<file path="src/rtl/sckq_pkg.sv">
// Shared types, codes and keycode tables for the scancode event queue.
`default_nettype none
package sckq_pkg;

  localparam int QUEUE_DEPTH_DEF = 64;
  localparam int CODE_W          = 7;
  localparam int TIME_W          = 64;
  localparam int EVT_PEND_W      = 7;

  // request codes on the input beat
  localparam logic [1:0] REQ_KEY   = 2'd0;
  localparam logic [1:0] REQ_READ  = 2'd1;
  localparam logic [1:0] REQ_FLUSH = 2'd2;

  // commands from the front end to the queue engine
  localparam logic [1:0] OP_NOP   = 2'd0;
  localparam logic [1:0] OP_KEY   = 2'd1;
  localparam logic [1:0] OP_READ  = 2'd2;
  localparam logic [1:0] OP_FLUSH = 2'd3;

  typedef struct packed {
    logic [1:0]        req_type;
    logic [CODE_W-1:0] scancode;
    logic              extended;
    logic              released;
    logic [TIME_W-1:0] time_ns;
  } in_t;

  typedef struct packed {
    logic                  event_valid;
    logic                  event_type;
    logic [CODE_W-1:0]     event_code;
    logic                  event_value;
    logic [TIME_W-1:0]     event_time_ns;
    logic [EVT_PEND_W-1:0] events_pending;
    logic [1:0]            dropped;
  } out_t;

  // one queued input event: type, keycode, value
  typedef struct packed {
    logic              ev_type;
    logic [CODE_W-1:0] ev_code;
    logic              ev_pressed;
  } evt_t;

  typedef struct packed {
    logic [1:0]        op;
    evt_t              evt;
    logic [TIME_W-1:0] time_ns;
  } cmd_t;

  typedef struct packed {
    evt_t              evt;
    logic [TIME_W-1:0] time_ns;
  } qent_t;

  // set 1 scancode to keycode; zero means unmapped
  function automatic logic [CODE_W-1:0] map_code(input logic [CODE_W-1:0] sc,
                                                 input logic ext);
    logic [CODE_W-1:0] k;
    k = '0;
    if (ext) begin
      case (sc)
        7'h1C: k = 7'd96;
        7'h1D: k = 7'd97;
        7'h35: k = 7'd98;
        7'h38: k = 7'd100;
        7'h47: k = 7'd102;
        7'h48: k = 7'd103;
        7'h49: k = 7'd104;
        7'h4B: k = 7'd105;
        7'h4D: k = 7'd106;
        7'h4F: k = 7'd107;
        7'h50: k = 7'd108;
        7'h51: k = 7'd109;
        7'h52: k = 7'd110;
        7'h53: k = 7'd111;
        default: k = '0;
      endcase
    end else if ((sc >= 7'd1 && sc <= 7'd83) || sc == 7'd87 || sc == 7'd88) begin
      k = sc;
    end
    return k;
  endfunction

  function automatic logic is_modifier(input logic [CODE_W-1:0] k);
    return k == 7'd42 || k == 7'd54 || k == 7'd29 || k == 7'd97 || k == 7'd56 ||
           k == 7'd100 || k == 7'd58 || k == 7'd69 || k == 7'd70;
  endfunction

endpackage
`default_nettype wire

</file>
<file path="src/rtl/sckq_front.sv">
// Front end: takes request beats, maps scancodes and issues queue commands.
`default_nettype none
module sckq_front (
  input  wire logic           clk,
  input  wire logic           rst_n,
  input  wire logic           cfg_wr_en,
  input  wire logic           cfg_wr_data,
  input  wire logic           in_valid,
  output logic                in_ready,
  input  wire sckq_pkg::in_t  in_data,
  input  wire logic           cmdq_full,
  output logic                cmd_push,
  output sckq_pkg::cmd_t      cmd
);
  import sckq_pkg::*;

  logic              listening_r;
  logic              listening_nxt;
  logic [CODE_W-1:0] key;
  logic              press;

  assign listening_nxt = cfg_wr_en ? cfg_wr_data : listening_r;

  always_ff @(posedge clk) begin
    if (!rst_n) begin
      listening_r <= 1'b0;
    end else begin
      listening_r <= listening_nxt;
    end
  end

  assign in_ready = !cmdq_full;
  assign cmd_push = in_valid && in_ready;

  assign key   = map_code(in_data.scancode, in_data.extended);
  assign press = !in_data.released;

  always_comb begin
    cmd.op             = OP_NOP;
    cmd.evt.ev_type    = 1'b1;
    cmd.evt.ev_code    = key;
    cmd.evt.ev_pressed = press;
    cmd.time_ns        = in_data.time_ns;
    case (in_data.req_type)
      REQ_KEY: begin
        // drop unmapped codes, releases of ordinary keys, and every key beat while listening is clear
        if (listening_r && key != '0 && (press || is_modifier(key))) begin
          cmd.op = OP_KEY;
        end
      end
      REQ_READ:  cmd.op = OP_READ;
      REQ_FLUSH: cmd.op = OP_FLUSH;
      default:   cmd.op = OP_NOP;
    endcase
  end

endmodule
`default_nettype wire

</file>
<file path="src/rtl/sckq_cmdq.sv">
// Two-entry command queue between the front end and the queue engine.
`default_nettype none
module sckq_cmdq (
  input  wire logic            clk,
  input  wire logic            rst_n,
  input  wire logic            push,
  input  wire sckq_pkg::cmd_t  push_cmd,
  input  wire logic            pop,
  output logic                 full,
  output logic                 empty,
  output sckq_pkg::cmd_t       head
);
  import sckq_pkg::*;

  cmd_t       ent_r [2];
  logic       wr_ptr_r, wr_ptr_nxt;
  logic       rd_ptr_r, rd_ptr_nxt;
  logic [1:0] cnt_r, cnt_nxt;
  logic       do_push, do_pop;

  assign full    = cnt_r == 2'd2;
  assign empty   = cnt_r == 2'd0;
  assign head    = ent_r[rd_ptr_r];
  assign do_push = push && !full;
  assign do_pop  = pop && !empty;

  always_comb begin
    wr_ptr_nxt = do_push ? !wr_ptr_r : wr_ptr_r;
    rd_ptr_nxt = do_pop ? !rd_ptr_r : rd_ptr_r;
    cnt_nxt    = cnt_r + {1'b0, do_push} - {1'b0, do_pop};
  end

  always_ff @(posedge clk) begin
    if (!rst_n) begin
      wr_ptr_r <= 1'b0;
      rd_ptr_r <= 1'b0;
      cnt_r    <= 2'd0;
    end else begin
      wr_ptr_r <= wr_ptr_nxt;
      rd_ptr_r <= rd_ptr_nxt;
      cnt_r    <= cnt_nxt;
    end
  end

  always_ff @(posedge clk) begin
    if (do_push) begin
      ent_r[wr_ptr_r] <= push_cmd;
    end
  end

endmodule
`default_nettype wire

</file>
<file path="src/rtl/sckq_back.sv">
// Queue engine: ring buffer of events, executes commands, drives the result register.
`default_nettype none
module sckq_back #(
  parameter int QUEUE_DEPTH = sckq_pkg::QUEUE_DEPTH_DEF
) (
  input  wire logic            clk,
  input  wire logic            rst_n,
  input  wire logic            cmd_valid,
  input  wire sckq_pkg::cmd_t  cmd,
  output logic                 cmd_pop,
  output logic                 out_valid,
  input  wire logic            out_ready,
  output sckq_pkg::out_t       out_data
);
  import sckq_pkg::*;

  localparam int PTR_W  = (QUEUE_DEPTH > 1) ? $clog2(QUEUE_DEPTH) : 1;
  localparam int FILL_W = $clog2(QUEUE_DEPTH + 1);

  localparam logic [1:0] ST_IDLE  = 2'd0;
  localparam logic [1:0] ST_SYNC  = 2'd1;
  localparam logic [1:0] ST_RDATA = 2'd2;

  localparam logic [PTR_W-1:0]  PTR_LAST = PTR_W'(QUEUE_DEPTH - 1);
  localparam logic [FILL_W-1:0] FILL_MAX = FILL_W'(QUEUE_DEPTH);

  qent_t             mem [QUEUE_DEPTH];
  qent_t             rdata_r;
  qent_t             mem_wdata;
  logic              mem_we, mem_re;

  logic [1:0]        state_r, state_nxt;
  logic [PTR_W-1:0]  rd_ptr_r, rd_ptr_nxt;
  logic [PTR_W-1:0]  wr_ptr_r, wr_ptr_nxt;
  logic [FILL_W-1:0] fill_r, fill_nxt;
  logic              lost_r, lost_nxt;
  logic              out_valid_r, out_valid_nxt;
  out_t              out_data_r;
  out_t              res;
  logic              load;
  logic              full, out_free;

  assign full     = fill_r == FILL_MAX;
  assign out_free = !out_valid_r || out_ready;

  always_comb begin
    state_nxt  = state_r;
    rd_ptr_nxt = rd_ptr_r;
    wr_ptr_nxt = wr_ptr_r;
    fill_nxt   = fill_r;
    lost_nxt   = lost_r;
    mem_we     = 1'b0;
    mem_re     = 1'b0;
    mem_wdata.evt     = cmd.evt;
    mem_wdata.time_ns = cmd.time_ns;
    load       = 1'b0;
    cmd_pop    = 1'b0;
    res        = '0;
    case (state_r)
      ST_IDLE: begin
        if (cmd_valid) begin
          case (cmd.op)
            OP_KEY: begin
              // key event first; a full queue loses it
              if (!full) begin
                mem_we     = 1'b1;
                wr_ptr_nxt = (wr_ptr_r == PTR_LAST) ? '0 : wr_ptr_r + 1'b1;
                fill_nxt   = fill_r + 1'b1;
              end
              lost_nxt  = full;
              state_nxt = ST_SYNC;
            end
            OP_READ: begin
              if (fill_r != '0) begin
                mem_re     = 1'b1;
                rd_ptr_nxt = (rd_ptr_r == PTR_LAST) ? '0 : rd_ptr_r + 1'b1;
                fill_nxt   = fill_r - 1'b1;
                state_nxt  = ST_RDATA;
              end else if (out_free) begin
                load    = 1'b1;
                cmd_pop = 1'b1;
              end
            end
            OP_FLUSH: begin
              if (out_free) begin
                rd_ptr_nxt = '0;
                wr_ptr_nxt = '0;
                fill_nxt   = '0;
                load       = 1'b1;
                cmd_pop    = 1'b1;
              end
            end
            default: begin
              if (out_free) begin
                load    = 1'b1;
                cmd_pop = 1'b1;
              end
            end
          endcase
        end
      end
      ST_SYNC: begin
        if (out_free) begin
          // sync report follows the key event; may be lost on its own
          mem_wdata.evt = '0;
          if (!full) begin
            mem_we     = 1'b1;
            wr_ptr_nxt = (wr_ptr_r == PTR_LAST) ? '0 : wr_ptr_r + 1'b1;
            fill_nxt   = fill_r + 1'b1;
          end
          res.dropped = {1'b0, lost_r} + {1'b0, full};
          load        = 1'b1;
          cmd_pop     = 1'b1;
          state_nxt   = ST_IDLE;
        end
      end
      ST_RDATA: begin
        if (out_free) begin
          res.event_valid   = 1'b1;
          res.event_type    = rdata_r.evt.ev_type;
          res.event_code    = rdata_r.evt.ev_code;
          res.event_value   = rdata_r.evt.ev_pressed;
          res.event_time_ns = rdata_r.time_ns;
          load              = 1'b1;
          cmd_pop           = 1'b1;
          state_nxt         = ST_IDLE;
        end
      end
      default: state_nxt = ST_IDLE;
    endcase
    res.events_pending = EVT_PEND_W'(fill_nxt);
    out_valid_nxt = load ? 1'b1 : (out_ready ? 1'b0 : out_valid_r);
  end

  always_ff @(posedge clk) begin
    if (!rst_n) begin
      state_r     <= ST_IDLE;
      rd_ptr_r    <= '0;
      wr_ptr_r    <= '0;
      fill_r      <= '0;
      lost_r      <= 1'b0;
      out_valid_r <= 1'b0;
    end else begin
      state_r     <= state_nxt;
      rd_ptr_r    <= rd_ptr_nxt;
      wr_ptr_r    <= wr_ptr_nxt;
      fill_r      <= fill_nxt;
      lost_r      <= lost_nxt;
      out_valid_r <= out_valid_nxt;
    end
  end

  always_ff @(posedge clk) begin
    if (load) begin
      out_data_r <= res;
    end
  end

  always_ff @(posedge clk) begin
    if (mem_we) begin
      mem[wr_ptr_r] <= mem_wdata;
    end
    if (mem_re) begin
      rdata_r <= mem[rd_ptr_r];
    end
  end

  assign out_valid = out_valid_r;
  assign out_data  = out_data_r;

endmodule
`default_nettype wire

</file>
<file path="src/rtl/scancode_to_keycode_event_queue.sv">
// Top level of the PS/2 set 1 scancode to keycode event queue.
`default_nettype none
// Each input beat is a request: a key event (set 1 scancode, 0xE0 flag,
// press or release, timestamp), a read of one queued event, or a flush.
// Key beats are mapped to keycodes in the front end (identity for 1..83,
// 87 and 88 for F11/F12, the fourteen extended codes to 96..111); unmapped
// codes, releases of non-modifier keys, and all key beats while listening
// is clear are answered without touching the queue. An accepted key pushes
// a key event and then a sync report into a ring buffer of QUEUE_DEPTH
// entries; each push that finds the buffer full is lost and counted in
// dropped. Every request beat yields exactly one result beat, carrying the
// popped event for a successful read and the fill level after the request.
// Timing: a two-entry command queue sits between front end and queue
// engine, so another request can enter while a result waits on out_ready.
// A key beat runs ST_IDLE then ST_SYNC (two writes through the single
// write port of the event memory), a non-empty read ST_IDLE then ST_RDATA
// (registered memory read), anything else ST_IDLE alone. The listening bit
// is set through cfg_wr_en / cfg_wr_data, takes effect on the next cycle,
// and does not flush the queue. The buffer needs no clearing after reset.
module scancode_to_keycode_event_queue #(
  parameter int QUEUE_DEPTH = sckq_pkg::QUEUE_DEPTH_DEF
) (
  input  wire logic            clk,
  input  wire logic            rst_n,
  input  wire logic            cfg_wr_en,
  input  wire logic            cfg_wr_data,
  input  wire logic            in_valid,
  output logic                 in_ready,
  input  wire sckq_pkg::in_t   in_data,
  output logic                 out_valid,
  input  wire logic            out_ready,
  output sckq_pkg::out_t       out_data
);
  import sckq_pkg::*;

  cmd_t cmd_in;
  cmd_t cmd_head;
  logic cmd_push;
  logic cmd_pop;
  logic cmdq_full;
  logic cmdq_empty;

  // classify the request and hold the listening bit
  sckq_front u_front (
    .clk         (clk),
    .rst_n       (rst_n),
    .cfg_wr_en   (cfg_wr_en),
    .cfg_wr_data (cfg_wr_data),
    .in_valid    (in_valid),
    .in_ready    (in_ready),
    .in_data     (in_data),
    .cmdq_full   (cmdq_full),
    .cmd_push    (cmd_push),
    .cmd         (cmd_in)
  );

  // decouple the two sides
  sckq_cmdq u_cmdq (
    .clk      (clk),
    .rst_n    (rst_n),
    .push     (cmd_push),
    .push_cmd (cmd_in),
    .pop      (cmd_pop),
    .full     (cmdq_full),
    .empty    (cmdq_empty),
    .head     (cmd_head)
  );

  // carry out the command against the event ring and emit the result beat
  sckq_back #(
    .QUEUE_DEPTH (QUEUE_DEPTH)
  ) u_back (
    .clk       (clk),
    .rst_n     (rst_n),
    .cmd_valid (!cmdq_empty),
    .cmd       (cmd_head),
    .cmd_pop   (cmd_pop),
    .out_valid (out_valid),
    .out_ready (out_ready),
    .out_data  (out_data)
  );

endmodule
`default_nettype wire

</file>
<file path="config.mk">
export PLATFORM = sky130hd
export DESIGN_NAME = scancode_to_keycode_event_queue
export DESIGN_NICKNAME = d
export VERILOG_FILES = /design/src/rtl/sckq_pkg.sv /design/src/rtl/sckq_front.sv /design/src/rtl/sckq_cmdq.sv /design/src/rtl/sckq_back.sv /design/src/rtl/scancode_to_keycode_event_queue.sv
export SDC_FILE = /design/constraint.sdc
export NUM_CORES = 2
export LEC_CHECK = 0
export BUFFER_PORTS_ARGS = -buffer_cell sky130_fd_sc_hd__buf_4
export CORE_AREA = 2 2 755 456
export CTS_CLUSTER_SIZE = 14
export DETAILED_ROUTE_END_ITERATION = 6
export DIE_AREA = 0 0 757 458
export GPL_TIMING_DRIVEN = 1
export PLACE_DENSITY = 0.82
export SYNTH_ARGS = -nofsm -noshare
export SYNTH_HDL_FRONTEND = slang
export SYNTH_MEMORY_MAX_BITS = 65536
export SYNTH_SLANG_ARGS = --single-unit
</file>
<file path="constraint.sdc">
create_clock -name clk -period 15.1 [get_ports clk]
set_input_delay 0.755 -clock clk [delete_from_list [all_inputs] [get_ports clk]]
set_output_delay 0.755 -clock clk [all_outputs]
set_load 0.005 [all_outputs]
</file>
==> results.sh <==
export IMPL_finalHoldViolCount=0
export IMPL_max_freq_mhz=163
export IMPL_clock_latency_ps=980
export IMPL_finalCritPeriodShare=0.406
export IMPL_min_period_ps=6130
export IMPL_tightest_slew_ps=1440
export IMPL_cp_data_arrival_time_ps=6670
export IMPL_core_area_sq_um=340000
export IMPL_ys_flop_type="edfxtp_1"
export IMPL_die_x_um=757
export IMPL_gp_congestion=0.815
export IMPL_path_class="flip-flop to flip-flop"
export IMPL_violations="design-rule violations"
export IMPL_htree_levels=5
export IMPL_async_flop_share=0
export IMPL_clk_transition_reported_paths_ps=70
export IMPL_grt_start_max_net_pins=179
export IMPL_hold_path_class="input port to flip-flop"
export IMPL_wl_mm=578
export IMPL_dr_pass1_iters=7
export IMPL_fin_nets=8032
export IMPL_grt_usage=0.333
export IMPL_post_cts_resized=0
export IMPL_fin_tns_setup_ps=0
export IMPL_io_buffers=165
export IMPL_end_kind="flip-flop"
export IMPL_syn2layout_area_growth_pct=10.8
export IMPL_fin_util=0.619
export IMPL_antenna_left=0
export IMPL_slew_violations=0
export IMPL_rows=166
export IMPL_drc=29
export IMPL_synth_edf_count=4976
export IMPL_syn_area_sq_um=190000
export IMPL_grt_pass1_wl_mm=789
export IMPL_antenna_found_initial=30
export IMPL_drive_gt1_frac=0.311
export IMPL_powerDensity_nw_per_um2=156
export IMPL_dr_total_vias=96756
export IMPL_skew_ps=71.8
export IMPL_drtIter0Drc=18922
export IMPL_post_cts_buffers=0
export IMPL_grt_pass1_vias=95914
export IMPL_critPathRequiredTime_ps=15650
export IMPL_crit_path_max_fanout=42
export IMPL_synth_top_cells_by_area="edfxtp_1 79%, mux4_2 18%, clkbuf_1 0.48%"
export IMPL_dp_hpwl_mm=273
export IMPL_syn_num_nets=7562
export IMPL_synth_top_area_cell="edfxtp_1"
export IMPL_wl_per_cell_um=45.4
export IMPL_netlist_instances=7465
export IMPL_die_h_um=458
export IMPL_cts_tree="yes"
export IMPL_cts_buffers=428
export IMPL_die_area_sq_um=347000
export IMPL_grt_setup_unrepaired="no"
export IMPL_status="finished, violations left"
export IMPL_power_leakage_nw=62.5
export IMPL_yosysSeqAreaShare=0.791
export IMPL_worstSetupStartpointType="flip-flop"
export IMPL_viasPerCell=7.60
export IMPL_peakVddDrop_uv=208
export IMPL_synth_top_area_frac=0.787
export IMPL_gr_total_overflow=0
export IMPL_clockBufferDepth=4
export IMPL_max_slew_margin=0.0432
export IMPL_yosys_cell_types_count=67
export IMPL_synth_area_per_cell_sq_um=25.4
export IMPL_setup_violations=0
export IMPL_clock_sinks=5005
export IMPL_synth_seq_cells=5005
export IMPL_yosys_warnings=0
export IMPL_num_io_pins=166
export IMPL_max_cap_violations=0
export IMPL_initial_core_util=0.558
export IMPL_root_buffer="clkbuf_16"
per-layer routing:
| metal | GRT usage | wire length [um] | vias to the layer above |
|---|---|---|---|
| met5 | 0 | 184 | - |
| met4 | 0.163 | 35800 | 26 |
| met3 | 0.0926 | 87100 | 2059 |
| met2 | 0.517 | 272000 | 10965 |
| met1 | 0.441 | 183000 | 50316 |
| li1 | - | - | 33390 |
registers in the layout (all words and copies together) (netlist names), named ones only:
| signal | count |
|---|---|
| u_back.lost_r | 1 |
| u_front.listening_r | 1 |
| u_back.mem | 4672 |
| u_cmdq.ent_r | 148 |
| u_back.fill_r | 7 |
| u_cmdq.wr_ptr_r | 1 |
| u_back.wr_ptr_r | 6 |
| u_back.out_valid | 1 |
| u_cmdq.rd_ptr_r | 1 |
| u_cmdq.cnt_r | 2 |
| u_back.rd_ptr_r | 6 |
| u_back.state_r | 2 |
| u_back.out_data | 83 |
| u_back.rdata_r | 73 |
report_power, final:
part / leakage, nW / internal (W) / switching (W)
registers: 45.1 / 0.0170 / 0.000185
clock network: 5.88 / 0.00531 / 0.00511
logic: 11.5 / 0.00194 / 0.00328
logic make-up (layout without fill, tap and decap cells):
logic type	count (synthesis)	in the layout	share of synthesized area
and+or+nand+nor	321	321	0.00907
buffers and inverters	412	1129	0.00901
xor gates and xnor gates	8	8	0.000369
adders and majority gates	16	16	0.00106
DFF	5005	5005	0.791
other	0	14	0
AOI/OAI and AO/OA	94	94	0.00357
muxes	1609	1609	0.186
what timing repair did:
item	in CTS	in global routing
endpoints found under the hold margin	125	0
setup endpoints to repair	0	0
hold buffers	63	0
placed cells by master (no fill, tap or decap), types with 7 or more instances in the layout:
cell and n:
and3_1 80, nor2_1 27, dlygate4sd3_1 63, dfxtp_4 7
dfxtp_1 22, buf_4 347, clkbuf_16 431, nand2_1 33
clkbuf_1 124, edfxtp_1 4976, nor2b_1 12, diode_2 14
clkinv_2 23, and2_1 19, inv_1 22, inv_6 8
ha_1 15, mux2_2 64, a21oi_1 14, buf_12 19
o21ai_0 15, nand3_1 15, nand2b_1 9, clkinv_1 67
mux2i_1 11, o211ai_1 7, nor2_4 73, mux4_2 1533
per-stage QoR:
stage / setup slack [ps] / hold slack, ps / instances / instance area (sq um) / power (W)
global route: 8990 / 30.9 / 12719 / 210000 / 0.0336
CTS: 9110 / 6.33 / 12714 / 210000 / 0.0328
floorplan: 6230 / 478 / 7465 / 190000 / 0.0207
global placement: 9360 / 491 / 11974 / 197000 / 0.0222
finish: 8970 / 55.2 / 12732 / 210000 / 0.0329
detailed placement: 9150 / 516 / 11974 / 197000 / 0.0225
final cells by class:
| type | count | area (sq um) |
|---|---|---|
| Antenna cell | 14 | 35.0 |
| Clock buffer | 555 | 11300 |
| Clock inverter | 122 | 921 |
| Fill cell | 20938 | 130000 |
| Inverter | 23 | 86.3 |
| Multi-Input combinational cell | 2048 | 38600 |
| Sequential cell | 5005 | 150000 |
| Tap cell | 4536 | 5680 |
| Timing Repair Buffer | 429 | 3620 |
synthesized netlist by cell type, types with 19 or more instances:
library cell	number
nor2_1	100
nand2_1	33
and2_1	19
clkbuf_1	241
buf_2	109
edfxtp_1	4976
buf_1	32
dfxtp_1	29
and3_1	81
inv_1	22
mux2_2	65
mux4_2	1533
final timing paths:
check,startpoint,endpoint,slack [ps],cells past startpoint
max,flip-flop,u_back.mem[34][49],8970,8
min,cfg_wr_en,u_front.listening_r,60,3
max reg2reg,flip-flop,u_back.mem[34][49],8970,8
min reg2reg,u_back.lost_r,u_back.lost_r,530,2
worst max-delay path, cell delays in order, from the launching register on:
cell and delay, ps:
dfxtp_4 930, mux2i_1 390, ha_1 250, nand2_1 170
nand2_1 460, nand2b_1 470, nor2_4 1170, buf_4 760
buf_4 920
Note: power is estimated with default switching activity, not from simulation.
